[src/wsah_pkg.sv]
`timescale 1ns / 1ps

package wsah_pkg;

	typedef enum logic [1:0] {
		REQ_LOAD_POINT = 2'd0,
		REQ_LOAD_HALO  = 2'd1,
		REQ_STEP       = 2'd2,
		REQ_NONE       = 2'd3
	} req_t;

	typedef enum logic [0:0] {
		CFG_CFL   = 1'b0,
		CFG_DELAY = 1'b1
	} cfg_idx_t;

	localparam int CFL_W   = 17;
	localparam int DELAY_W = 4;
	localparam int IDX_W   = 6;
	localparam logic [CFL_W-1:0]   CFL_RESET   = 17'd164;
	localparam logic [DELAY_W-1:0] DELAY_RESET = 4'd5;

	typedef enum logic [1:0] {
		ST_IDLE = 2'd0,
		ST_RUN  = 2'd1,
		ST_DONE = 2'd2
	} back_state_t;

	// decoded word that the front hands to the back
	typedef struct packed {
		logic       do_step;
		logic       wr_point;
		logic       wr_halo;
		logic       halo_side;
		logic [1:0] halo_slot;
		logic [IDX_W-1:0] point_index;
	} cmd_t;

endpackage

[src/wsah_if.sv]
`timescale 1ns / 1ps

interface wsah_in_if #(parameter int VALUE_WIDTH = 32);
	logic       valid;
	logic       ready;
	logic [1:0] req_type;
	logic [5:0] point_index;
	logic signed [VALUE_WIDTH-1:0] prev_value;
	logic signed [VALUE_WIDTH-1:0] curr_value;
	logic       halo_side;
	logic [1:0] halo_slot;
	logic signed [VALUE_WIDTH-1:0] halo_value;
	modport source (output valid, req_type, point_index, prev_value, curr_value,
		halo_side, halo_slot, halo_value, input ready);
	modport sink (input valid, req_type, point_index, prev_value, curr_value,
		halo_side, halo_slot, halo_value, output ready);
endinterface


[src/wsah_front.sv]
`timescale 1ns / 1ps

module wsah_front import wsah_pkg::*; #(
	parameter int POINTS = 16,
	parameter int VALUE_WIDTH = 32
) (
	input  logic clk,
	input  logic arst_n,
	wsah_in_if.sink in_ch,
	output logic q_valid,
	input  logic q_pop,
	output cmd_t q_cmd,
	output logic [VALUE_WIDTH-1:0] q_prev,
	output logic [VALUE_WIDTH-1:0] q_curr,
	output logic [VALUE_WIDTH-1:0] q_halo
);
	localparam int D = 2;

	cmd_t cmd_q [D];
	logic [VALUE_WIDTH-1:0] prev_q [D];
	logic [VALUE_WIDTH-1:0] curr_q [D];
	logic [VALUE_WIDTH-1:0] halo_q [D];
	logic wp_q, rp_q;
	logic [1:0] cnt_q;
	cmd_t cmd_d;
	logic push;

	// classify the incoming word
	always_comb begin
		cmd_d = '0;
		cmd_d.halo_side = in_ch.halo_side;
		cmd_d.halo_slot = in_ch.halo_slot;
		cmd_d.point_index = in_ch.point_index;
		unique case (req_t'(in_ch.req_type))
			REQ_LOAD_POINT: cmd_d.wr_point = ({26'd0, in_ch.point_index} < POINTS);
			REQ_LOAD_HALO:  cmd_d.wr_halo = 1'b1;
			REQ_STEP:       cmd_d.do_step = 1'b1;
			default:        cmd_d = cmd_d;
		endcase
	end

	assign in_ch.ready = (cnt_q != 2'd2);
	assign push = in_ch.valid && in_ch.ready;

	// queue storage
	always_ff @(posedge clk) begin
		if (push) begin
			cmd_q[wp_q]  <= cmd_d;
			prev_q[wp_q] <= in_ch.prev_value;
			curr_q[wp_q] <= in_ch.curr_value;
			halo_q[wp_q] <= in_ch.halo_value;
		end
	end

	// queue pointers
	always_ff @(posedge clk or negedge arst_n) begin
		if (!arst_n) begin
			wp_q <= 1'b0;
			rp_q <= 1'b0;
			cnt_q <= 2'd0;
		end else begin
			if (push) wp_q <= ~wp_q;
			if (q_pop) rp_q <= ~rp_q;
			cnt_q <= cnt_q + {1'b0, push} - {1'b0, q_pop};
		end
	end

	assign q_valid = (cnt_q != 2'd0);
	assign q_cmd = cmd_q[rp_q];
	assign q_prev = prev_q[rp_q];
	assign q_curr = curr_q[rp_q];
	assign q_halo = halo_q[rp_q];

endmodule

[src/flat_wrapper.sv]
// flat-port wrapper written by rule: the top's interface ports become plain ports
module wsah_front_flat import wsah_pkg::*;
#(
	parameter int POINTS = 16,
	parameter int VALUE_WIDTH = 32
)
  (clk, arst_n, q_valid, q_pop, q_cmd, q_prev, q_curr, q_halo, in_ch_valid, in_ch_req_type, in_ch_point_index, in_ch_prev_value, in_ch_curr_value, in_ch_halo_side, in_ch_halo_slot, in_ch_halo_value, in_ch_ready);
  wsah_in_if #(.VALUE_WIDTH(VALUE_WIDTH)) in_ch_i ();
  input  logic clk;
  input  logic arst_n;
  output logic q_valid;
  input  logic q_pop;
  output cmd_t q_cmd;
  output logic [VALUE_WIDTH-1:0] q_prev;
  output logic [VALUE_WIDTH-1:0] q_curr;
  output logic [VALUE_WIDTH-1:0] q_halo;
  input wire logic [$bits(in_ch_i.valid)-1:0] in_ch_valid;
  input wire logic [$bits(in_ch_i.req_type)-1:0] in_ch_req_type;
  input wire logic [$bits(in_ch_i.point_index)-1:0] in_ch_point_index;
  input wire logic [$bits(in_ch_i.prev_value)-1:0] in_ch_prev_value;
  input wire logic [$bits(in_ch_i.curr_value)-1:0] in_ch_curr_value;
  input wire logic [$bits(in_ch_i.halo_side)-1:0] in_ch_halo_side;
  input wire logic [$bits(in_ch_i.halo_slot)-1:0] in_ch_halo_slot;
  input wire logic [$bits(in_ch_i.halo_value)-1:0] in_ch_halo_value;
  output wire logic [$bits(in_ch_i.ready)-1:0] in_ch_ready;
  assign in_ch_i.valid = in_ch_valid;
  assign in_ch_i.req_type = in_ch_req_type;
  assign in_ch_i.point_index = in_ch_point_index;
  assign in_ch_i.prev_value = in_ch_prev_value;
  assign in_ch_i.curr_value = in_ch_curr_value;
  assign in_ch_i.halo_side = in_ch_halo_side;
  assign in_ch_i.halo_slot = in_ch_halo_slot;
  assign in_ch_i.halo_value = in_ch_halo_value;
  assign in_ch_ready = in_ch_i.ready;
  wsah_front #(.POINTS(POINTS), .VALUE_WIDTH(VALUE_WIDTH)) u_core (.clk(clk), .arst_n(arst_n), .in_ch(in_ch_i), .q_valid(q_valid), .q_pop(q_pop), .q_cmd(q_cmd), .q_prev(q_prev), .q_curr(q_curr), .q_halo(q_halo));
endmodule
[config.mk]
export PLATFORM = sky130hd
export DESIGN_NAME = wsah_front_flat
export DESIGN_NICKNAME = d
export VERILOG_FILES = /design/src/wsah_pkg.sv /design/src/wsah_if.sv /design/src/wsah_front.sv /design/src/flat_wrapper.sv
export SDC_FILE = /design/constraint.sdc
export NUM_CORES = 1
export LEC_CHECK = 0
export ABC_AREA = 1
export BUFFER_PORTS_ARGS = -buffer_cell sky130_fd_sc_hd__buf_4
export CAP_MARGIN = 5
export CORE_ASPECT_RATIO = 0.6
export CORE_MARGIN = 3
export CORE_UTILIZATION = 50
export DETAILED_ROUTE_END_ITERATION = 10
export GPL_TIMING_DRIVEN = 1
export HOLD_SLACK_MARGIN = 0.06
export PLACE_DENSITY = 0.75
export SYNTH_ARGS = -nofsm -noshare
export SYNTH_HDL_FRONTEND = slang
export SYNTH_SLANG_ARGS = --single-unit
[constraint.sdc]
create_clock -name clk -period 15.71 [get_ports clk]
set_input_delay 0.7855 -clock clk [delete_from_list [all_inputs] [get_ports clk]]
set_output_delay 0.7855 -clock clk [all_outputs]
set_load 0.01 [all_outputs]
==> results of run 1 <==
==> cells in the mapped netlist <==
cell / number
sky130_fd_sc_hd__mux2_2: 98
sky130_fd_sc_hd__nor2_1: 6
sky130_fd_sc_hd__buf_6: 3
sky130_fd_sc_hd__nand3_1: 2
sky130_fd_sc_hd__buf_2: 9
sky130_fd_sc_hd__inv_1: 9
sky130_fd_sc_hd__nor4_1: 1
sky130_fd_sc_hd__dfrtp_1: 4
sky130_fd_sc_hd__mux2_4: 10
sky130_fd_sc_hd__ha_1: 1
sky130_fd_sc_hd__nand2_1: 8
sky130_fd_sc_hd__edfxtp_1: 216
sky130_fd_sc_hd__xor2_1: 2
sky130_fd_sc_hd__a21oi_1: 1
==> per-layer routing <==
| layer | vias up | global-route usage [%] | part of all wire (%) |
|---|---|---|---|
| met5 | - | 0 | 0 |
| met4 | 0 | 4.08 | 2.1 |
| met3 | 25 | 6.99 | 11 |
| met2 | 180 | 27.3 | 46 |
| met1 | 2039 | 23.0 | 41 |
| li1 | 1915 | - | - |
==> final timing paths <==
check                           depth (start not counted)                  from  slack (ps)                    to
worst max-delay path                                    3           u_core.rp_q       12090            q_curr[27]
worst max register to register                          2           u_core.rp_q       13630           u_core.rp_q
max in group asynchronous                               1                arst_n       15500           u_core.rp_q
worst min register to register                          2           u_core.wp_q         590           u_core.wp_q
worst min-delay path                                    1                arst_n          90       u_core.cnt_q[0]
min in group clk                                        1  in_ch_curr_value[10]         490  u_core.curr_q[1][10]
==> sequential cells by signal, indices dropped and copies added (netlist names) <==
name	count
u_core.curr_q	64
u_core.halo_q	64
u_core.prev_q	64
u_core.cmd_q	24
u_core.cnt_q	2
u_core.rp_q	1
u_core.wp_q	1
==> kinds of logic after synthesis <==
logic type                 Yosys count  synth area share (%)
adders and majority gates            1                 0.155
muxes                              108                  15.6
xor gates and xnor gates             2                 0.217
buffers and inverters               21                  1.40
DFF                                220                  81.8
and+or+nand+nor                     17                 0.854
AOI/OAI and AO/OA                    1                0.0621
==> area by class of cell <==
cell class	count	area, µm²
Timing Repair Buffer	225	1690
Multi-Input combinational cell	129	1370
Clock inverter	5	21.3
Clock buffer	27	548
Inverter	9	33.8
Sequential cell	220	6590
Fill cell	1069	5040
Tap cell	203	254
==> critical path, stage by stage (launching register included) <==
cell	delay, ps
sky130_fd_sc_hd__dfrtp_4	800
sky130_fd_sc_hd__buf_4	800
sky130_fd_sc_hd__mux2_2	440
sky130_fd_sc_hd__buf_4	150
==> power groups by stage <==
stage	Clock [mW]	Combinational [mW]	Sequential (mW)
detailed placement	0	0.622	0.865
global placement	0	0.615	0.856
floorplan	0	0.360	0.855
finish	0.429	0.617	0.851
CTS	0.443	0.627	0.853
global route	0.467	0.662	0.863
==> through the flow <==
| stage | total power [mW] | hold WS (ps) | utilization [%] |
|---|---|---|---|
| 3_3_place_gp | 1.47 | 564 | 63.9 |
| 6_report | 1.90 | 92.7 | 67.6 |
| 3_5_place_dp | 1.49 | 578 | 63.9 |
| 5_1_grt | 1.99 | 62.0 | 67.6 |
| 2_1_floorplan | 1.21 | 489 | - |
| 4_1_cts | 1.92 | 70.2 | 67.6 |
==> results by group, run 1 <==
Outcome
  • Result of the run: finished, final reports clean

Timing
  • Final setup skew: 9.67 ps
  • Fin worst setup slack: 12090 ps
  • Number of max-slew violations in the final report: 0
  • Post-route setup TNS: 0 ps
  • Unrepaired setup endpoints after global routing: no
  • Rel. slew slack: 33.7%
  • Min cycle time layout: 3620 ps
  • Period Utilization, post-route: 23.0%
  • Pin slew with the least headroom to its limit: 995 ps
  • Max Clock Freq: 277 MHz
  • Final Setup Violations: 0
  • Final hold violation count: 0

GRT
  • Remaining Overflow, GRT: 0
  • Number of antenna violations at the first check in global routing: 0
  • Largest net degree at the start of global routing: 68
  • Vias in the first global route: 4440
  • First-pass GRT wire length: 23.9 mm
  • Overall fraction of global-route tracks in use: 17.4%

Floorplan
  • I/O pin total: 221
  • Initial Utilization: 51.8%
  • Placeable Area: 15500 µm²
  • Die area: 17700 µm²
  • Die height: 104 µm
  • Horizontal die dimension: 170 µm
  • Row Count: 35

Clocking
  • Maximum root-to-sink buffer count: 3
  • Maximum level of the CTS H-tree: 1
  • CTS clk-pin slew, worst paths: 60 ps
  • Clock root buffer: sky130_fd_sc_hd__clkbuf_16
  • Post_cts resized: 0
  • Postcts setup bufs: 0
  • Total clock sinks: 220
  • Clk Latency, worst-skew pair: 480 ps
  • Clock tree from TritonCTS: built
  • Number of hold-repair buffers added at the cts stage: 0
  • Clock buffers created by TritonCTS: 20

Setup path
  • Critical path capture point type: output port
  • Critical path class: flop to output port
  • Highest net fanout along the worst path: 67
  • Critical path required time: 14920 ps
  • CP Launch Type: flop
  • Arr. time, crit path: 2830 ps

Power and ir drop
  • Switching pwr: 535 µW
  • Pwr per Cell Area: 180 nW/µm²
  • Internal power summed over all cells: 1.36 mW
  • Switching power as a share of total power: 28.2%
  • Power share of the combinational group: 32.5%
  • VDD IR-drop max: 0.109 mV
  • Proportion of power drawn by flip-flops and latches: 44.9%
  • Leakage: 3.98 nW
  • Portion of total power attributed to the clock network: 22.6%

Finish
  • Area growth, synth to finish: 30.4%
  • Leading cell types in the layout, fill and taps excluded: 225 x sky130_fd_sc_hd__buf_4, 216 x sky130_fd_sc_hd__edfxtp_1, 98 x sky130_fd_sc_hd__mux2_2
  • Most frequent standard cell in the layout excluding fill and tap cells: sky130_fd_sc_hd__buf_4
  • Final net count: 717
  • Post-layout instance area: 10500 µm²
  • Antenna Cells: 0
  • Layout cell share with drive strength beyond 1: 58.4%
  • Non-filler cells in the finished layout: 818

Flow run
  • Number of max-capacitance violations reported: 0

Route
  • First-pass iteration count of the detailed router: 4
  • Wire length per cell: 19.3 µm
  • Residual antenna-violating net count after detailed routing: 0
  • Wire length reported by the detailed router: 15.8 mm
  • Routed via count: 4159
  • Routed via count divided by cell count: 5.08
  • DRC errors left: 0
  • Iter 0 DRT Violations: 287

Place
  • Total cell area at the placement stage: 9940 µm²
  • Port bufs: 220
  • Placed Cells incl. Taps: 786
  • Setup slack at placement: 12610 ps
  • DPL Wire Length: 10.8 mm
  • Routability congestion estimate from global placement: 0.765

Synth
  • Warnings from Yosys: 0
  • Yosys top cell by area: sky130_fd_sc_hd__edfxtp_1
  • Register area share after synthesis: 81.8%
  • Number of synthesized register bits: 220
  • Top post-synthesis cells by area: sky130_fd_sc_hd__edfxtp_1 81%, sky130_fd_sc_hd__mux2_2 14%, sky130_fd_sc_hd__mux2_4 1.9%
  • Syn Inst Count: 370
  • Synthesized area: 8060 µm²
  • Synthesized net count: 482
  • Yosys top cell area share: 80.5%
  • Avg Synthesized Cell Area: 21.8 µm²
  • Number of distinct standard cells referenced by the synthesized netlist: 14

Worst hold path
  • Class of the most critical hold timing path: input port to asynchronous set/reset pin
Note: power is estimated with default switching activity, not from simulation.
==> run 2, diff against run 1 <==
ABC_AREA = 0   (was 1)
clock period = 3.5 ns   (was 15.71 ns; I/O delays follow)
==> run 2 against run 1 <==
Compared with the run above: core utilization grew 7.3 points; area after synthesis shrank 0.26%; non-clock buffer count grew 110; setup slack lost 11000 ps; sequential power grew to 4.5 times the previous value; synthesized cell count shrank 3.5%; count of clock-buffer cells in the layout grew 3; clock skew grew 1.6 ps; die area shrank 0.25%; critical path depth is the same; critical endpoint is now q_cmd[5].
==> results by group, run 2 <==
Outcome
  • Result of the run: finished, final reports clean

Setup path
  • Slack of the worst reg-to-reg path: 1510 ps
  • Highest net fanout along the worst path: 47
  • CP Launch Type: flop
  • Critical path class: flop to output port
  • Critical path capture point type: output port
  • Arr. time, crit path: 2360 ps
  • Endpoint of the most critical register-to-register path: u_core.halo_q[1][27]
  • Origin of the critical flop-to-flop path: u_core.cnt_q[0]
  • R2r worst-path depth: 3
  • Critical path required time: 3320 ps

Floorplan
  • Horizontal die dimension: 170 µm
  • Die height: 104 µm
  • Initial Utilization: 51.7%
  • I/O pin total: 221
  • Row Count: 35
  • Die area: 17700 µm²
  • Placeable Area: 15500 µm²

Route
  • Wire length per cell: 19.2 µm
  • DRC errors left: 0
  • Iter 0 DRT Violations: 312
  • Routed via count divided by cell count: 4.93
  • Routed via count: 4533
  • Residual antenna-violating net count after detailed routing: 0
  • Wire length reported by the detailed router: 17.6 mm
  • First-pass iteration count of the detailed router: 4

Clocking
  • Clock tree from TritonCTS: built
  • Total clock sinks: 220
  • Maximum root-to-sink buffer count: 3
  • Number of hold-repair buffers added at the cts stage: 110
  • Postcts setup bufs: 0
  • CTS clk-pin slew, worst paths: 60 ps
  • Clock buffers created by TritonCTS: 20
  • Maximum level of the CTS H-tree: 1
  • Clk Latency, worst-skew pair: 490 ps
  • Post_cts resized: 0
  • Clock root buffer: sky130_fd_sc_hd__clkbuf_16

Synth
  • Yosys top cell area share: 80.7%
  • Yosys top cell by area: sky130_fd_sc_hd__edfxtp_1
  • Share of synthesized registers carrying an async set or reset: 1.82%
  • Most frequently used cell type in the post-synthesis netlist: sky130_fd_sc_hd__edfxtp_1
  • Ys flop type: sky130_fd_sc_hd__edfxtp_1
  • Top post-synthesis cells by area: sky130_fd_sc_hd__edfxtp_1 81%, sky130_fd_sc_hd__mux2_2 14%, sky130_fd_sc_hd__mux2_4 1.9%
  • Commonest cells in the synthesized netlist: 216 x sky130_fd_sc_hd__edfxtp_1, 98 x sky130_fd_sc_hd__mux2_2, 10 x sky130_fd_sc_hd__mux2_4
  • Avg Synthesized Cell Area: 22.5 µm²
  • Synthesized area: 8040 µm²
  • Syn Inst Count: 357
  • Synthesized net count: 469
  • Post-synth EDFFs: 216
  • Warnings from Yosys: 0
  • Register area share after synthesis: 82.0%
  • Number of synthesized register bits: 220
  • Number of distinct standard cells referenced by the synthesized netlist: 18

Timing
  • Final Setup Violations: 0
  • Min cycle time layout: 2540 ps
  • Unrepaired setup endpoints after global routing: no
  • Period Utilization, post-route: 72.5%
  • Pin slew with the least headroom to its limit: 732 ps
  • Number of max-slew violations in the final report: 0
  • Final hold violation count: 0
  • Rel. slew slack: 51.2%
  • Max Clock Freq: 394 MHz
  • Final setup skew: 11.3 ps
  • Fin worst setup slack: 962 ps
  • Post-route setup TNS: 0 ps

Worst hold path
  • Class of the most critical hold timing path: input port to flop
  • Hold Path Sink: u_core.wp_q
  • Cells on Worst Hold Path: 3
  • Startpoint of the lowest-slack hold path: in_ch_valid

Finish
  • Most frequent standard cell in the layout excluding fill and tap cells: sky130_fd_sc_hd__buf_4
  • Layout cell share with drive strength beyond 1: 50.6%
  • Area growth, synth to finish: 44.9%
  • Number of filler instances in the final layout: 880
  • Util after Layout: 74.9%
  • Antenna Cells: 0
  • Leading cell types in the layout, fill and taps excluded: 223 x sky130_fd_sc_hd__buf_4, 216 x sky130_fd_sc_hd__edfxtp_1, 110 x sky130_fd_sc_hd__dlygate4sd3_1
  • Largest registers: u_core.curr_q (64), u_core.halo_q (64), u_core.prev_q (64)
  • Final net count: 814
  • Non-filler cells in the finished layout: 919

Place
  • Port bufs: 220
  • Setup slack at placement: 1480 ps
  • Routability congestion estimate from global placement: 0.818
  • DPL Wire Length: 10.8 mm
  • Placed Cells incl. Taps: 773

Power and ir drop
  • VDD IR-drop max: 0.556 mV
  • Pwr per Cell Area: 751 nW/µm²
  • Leakage: 4.41 nW
  • Total power: 8.74 mW

Flow run
  • Number of max-capacitance violations reported: 0

GRT
  • Overall fraction of global-route tracks in use: 19.4%
  • Vias in the first global route: 4919
  • Remaining Overflow, GRT: 0
  • First-pass GRT wire length: 26.8 mm
  • Number of antenna violations at the first check in global routing: 0
  • Largest net degree at the start of global routing: 61
run 2: area by class of cell:
cell class,count,area (µm²),area share [%]
inverter,1,3.75,0.0322
tap,203,254,2.18
clock inverter,6,41.3,0.355
multi-input combinational,124,1380,11.8
sequential,220,6590,56.6
timing repair buffer,335,2820,24.2
clock buffer,30,558,4.79
run 2: cell families after synthesis:
kind of cell	count (synthesis)	synth area share (%)
xor+xnor	4	0.436
buf+inv	13	1.03
flops	220	82.0
mux	109	15.7
fa+ha+maj	1	0.156
simple gates	10	0.685
run 2: worst max-delay path, cell delays in order (launching register included):
cell and delay, ps:
sky130_fd_sc_hd__dfrtp_4 870, sky130_fd_sc_hd__buf_4 430, sky130_fd_sc_hd__mux2_2 400, sky130_fd_sc_hd__buf_4 150
run 2: per-stage QoR:
stage	hold WS [ps]	cell area (µm²)
final	95.2	11600
after CTS	78.5	11600
after global placement	-22.2	9940
after global routing	114	11600
after floorplan	-121	8040
after detailed placement	-16.8	9940
run 2: per-layer routing:
metal | vias up | share of wire, % | track usage (%)
met4 | 0 | 1.5 | 3.79
met3 | 23 | 7.7 | 5.20
met5 | - | 0 | 0
met2 | 182 | 47 | 31.7
li1 | 2103 | - | -
met1 | 2225 | 44 | 26.8
run 2: report_power, final:
| part | switching, mW | internal [mW] |
|---|---|---|
| clock | 0.884 | 1.11 |
| sequential | 0.259 | 3.61 |
| combinational | 1.34 | 1.54 |
| total | 2.49 | 6.25 |
run 2: worst max path at each step:
stage                          startpoint                    to  slack [ps]  cells after the start
after floorplan           u_core.cnt_q[0]    u_core.cmd_q[0][0]         770                      3
after global placement    u_core.cnt_q[0]  u_core.curr_q[1][27]        1550                      3
after detailed placement      u_core.rp_q              q_cmd[5]        1480                      3
after CTS                     u_core.rp_q              q_cmd[5]         950                      3
after global routing          u_core.rp_q              q_cmd[5]         870                      3
final                         u_core.rp_q              q_cmd[5]         960                      3
==> run 3, diff against run 2 <==
ABC_AREA = 1   (was 0)
clock period = 2.5 ns   (was 3.5 ns; I/O delays follow)
==> run 3 against run 2 <==
Compared with the run above: design area is 1.3% higher; clock power rose by 42%; wire length rose by 2.0%; critical path depth unchanged; largest cell class unchanged; highest routed layer unchanged.
==> results by group, run 3 (same netlist as run 1, synthesis figures left out) <==
Clocking
  • Clock root buffer: sky130_fd_sc_hd__clkbuf_16
  • Post_cts resized: 0
  • Maximum root-to-sink buffer count: 3
  • Clock tree from TritonCTS: built
  • Clk Latency, worst-skew pair: 480 ps
  • CTS clk-pin slew, worst paths: 60 ps
  • Number of hold-repair buffers added at the cts stage: 112
  • Total clock sinks: 220
  • Postcts setup bufs: 0
  • Clock buffers created by TritonCTS: 20
  • Maximum level of the CTS H-tree: 1

Finish
  • Largest registers: u_core.curr_q (64), u_core.halo_q (64), u_core.prev_q (64)
  • Leading cell types in the layout, fill and taps excluded: 221 x sky130_fd_sc_hd__buf_4, 216 x sky130_fd_sc_hd__edfxtp_1, 112 x sky130_fd_sc_hd__dlygate4sd3_1
  • Layout cell share with drive strength beyond 1: 50.1%
  • Final net count: 832
  • Most frequent standard cell in the layout excluding fill and tap cells: sky130_fd_sc_hd__buf_4
  • Antenna Cells: 0
  • Util after Layout: 75.8%
  • Area growth, synth to finish: 46.3%
  • Post-layout instance area: 11800 µm²

GRT
  • Vias in the first global route: 5089
  • Number of antenna violations at the first check in global routing: 0
  • Largest net degree at the start of global routing: 55
  • Overall fraction of global-route tracks in use: 20.1%
  • First-pass GRT wire length: 27.6 mm
  • Remaining Overflow, GRT: 0

Power and ir drop
  • VDD IR-drop max: 0.793 mV
  • Switching power as a share of total power: 28.5%
  • Leakage: 4.52 nW
  • Proportion of power drawn by flip-flops and latches: 43.0%
  • Power share of the combinational group: 34.3%
  • Portion of total power attributed to the clock network: 22.7%
  • Pwr per Cell Area: 1050 nW/µm²
  • Switching pwr: 3.53 mW
  • Internal power summed over all cells: 8.87 mW

Flow run
  • Number of max-capacitance violations reported: 0

Worst hold path
  • Cells on Worst Hold Path: 2
  • Startpoint of the lowest-slack hold path: in_ch_halo_value[17]
  • Class of the most critical hold timing path: input port to flop
  • Hold Path Sink: u_core.halo_q[0][17]

Setup path
  • R2r worst-path depth: 4
  • Critical path required time: 2380 ps
  • Origin of the critical flop-to-flop path: u_core.cnt_q[1]
  • Endpoint of the most critical register-to-register path: u_core.halo_q[1][15]
  • Slack of the worst reg-to-reg path: 880 ps
  • Critical path class: flop to output port
  • CP Launch Type: flop
  • Critical path capture point type: output port
  • Highest net fanout along the worst path: 43
  • Arr. time, crit path: 2060 ps

Timing
  • Number of max-slew violations in the final report: 0
  • Period Utilization, post-route: 87.5%
  • Final setup skew: 16.0 ps
  • Post-route setup TNS: 0 ps
  • Max Clock Freq: 457 MHz
  • Final hold violation count: 0
  • Final Setup Violations: 0
  • Min cycle time layout: 2190 ps
  • Rel. slew slack: 71.2%
  • Unrepaired setup endpoints after global routing: no
  • Pin slew with the least headroom to its limit: 433 ps

Floorplan
  • I/O pin total: 221
  • Die height: 104 µm
  • Placeable Area: 15500 µm²
  • Horizontal die dimension: 170 µm
  • Row Count: 35
  • Initial Utilization: 51.8%
  • Die area: 17700 µm²

Route
  • Wire length per cell: 19.2 µm
  • Iter 0 DRT Violations: 350
  • Routed via count divided by cell count: 4.92
  • Residual antenna-violating net count after detailed routing: 0
  • Routed via count: 4608
  • DRC errors left: 0
  • First-pass iteration count of the detailed router: 4
  • Wire length reported by the detailed router: 18.0 mm

Place
  • DPL Wire Length: 11.6 mm
  • Total cell area at the placement stage: 10100 µm²
  • Routability congestion estimate from global placement: 0.815
  • Port bufs: 220

Outcome
  • Result of the run: finished, final reports clean
==> run 3: cell types whose count changed in the layout (fill, tap and decap cells not counted), moves of 2 or more <==
cell / change
sky130_fd_sc_hd__nor2b_1: -3
sky130_fd_sc_hd__buf_12: +5
sky130_fd_sc_hd__inv_1: +8
sky130_fd_sc_hd__dlygate4sd3_1: +2
sky130_fd_sc_hd__nand2_1: +4
sky130_fd_sc_hd__buf_4: -2
sky130_fd_sc_hd__clkbuf_1: -2
sky130_fd_sc_hd__clkinv_2: +3
sky130_fd_sc_hd__nor2_1: +4
sky130_fd_sc_hd__xnor2_1: -2
sky130_fd_sc_hd__nand3_1: +2
==> run 3: worst max path at each step <==
stage | from | end | slack (ps) | cells after the start
2_1_floorplan | u_core.cnt_q[1] | u_core.cmd_q[1][0] | -140 | 3
3_3_place_gp | u_core.rp_q | q_halo[3] | 840 | 3
3_5_place_dp | u_core.rp_q | q_halo[31] | 810 | 3
4_1_cts | u_core.rp_q | q_halo[31] | 300 | 3
5_1_grt | u_core.rp_q | q_curr[29] | 240 | 3
6_report | u_core.rp_q | q_cmd[11] | 310 | 3
==> run 3: layout make-up <==
class,instances,area (µm²)
sequential,220,6590
fill,895,3760
timing repair buffer,340,2920
multi-input combinational,129,1380
clock buffer,29,576
tap,203,254
inverter,9,33.8
clock inverter,7,31.3
==> run 3: routing by layer <==
| layer | routed length, µm | global-route usage [%] |
|---|---|---|
| met5 | 0 | 0 |
| met4 | 306 | 4.49 |
| met3 | 1560 | 6.57 |
| met2 | 8560 | 33.7 |
| met1 | 7540 | 25.7 |
==> run 3: stage by stage <==
stage               total power, mW  hold slack (ps)  std cells  setup slack (ps)
finish                         12.4              371        937               312
global route                   13.0              359        937               238
floorplan                      7.55             -171        370              -144
global placement               9.41            -66.6        789               837
CTS                            12.5              354        937               304
detailed placement             9.52            -64.4        789               813
==> run 3: power groups by stage <==
stage          logic (mW)  registers [mW]  clock network (mW)
2_1_floorplan        2.29            5.26                   0
3_3_place_gp         4.06            5.36                   0
3_5_place_dp         4.12            5.40                   0
4_1_cts              4.29            5.33                2.89
5_1_grt              4.54            5.39                3.05
6_report             4.26            5.33                2.82
==> run 3: critical path: stages (launching register included) <==
cell	delay (ps)
sky130_fd_sc_hd__dfrtp_4	700
sky130_fd_sc_hd__buf_12	300
sky130_fd_sc_hd__mux2_2	390
sky130_fd_sc_hd__buf_4	140
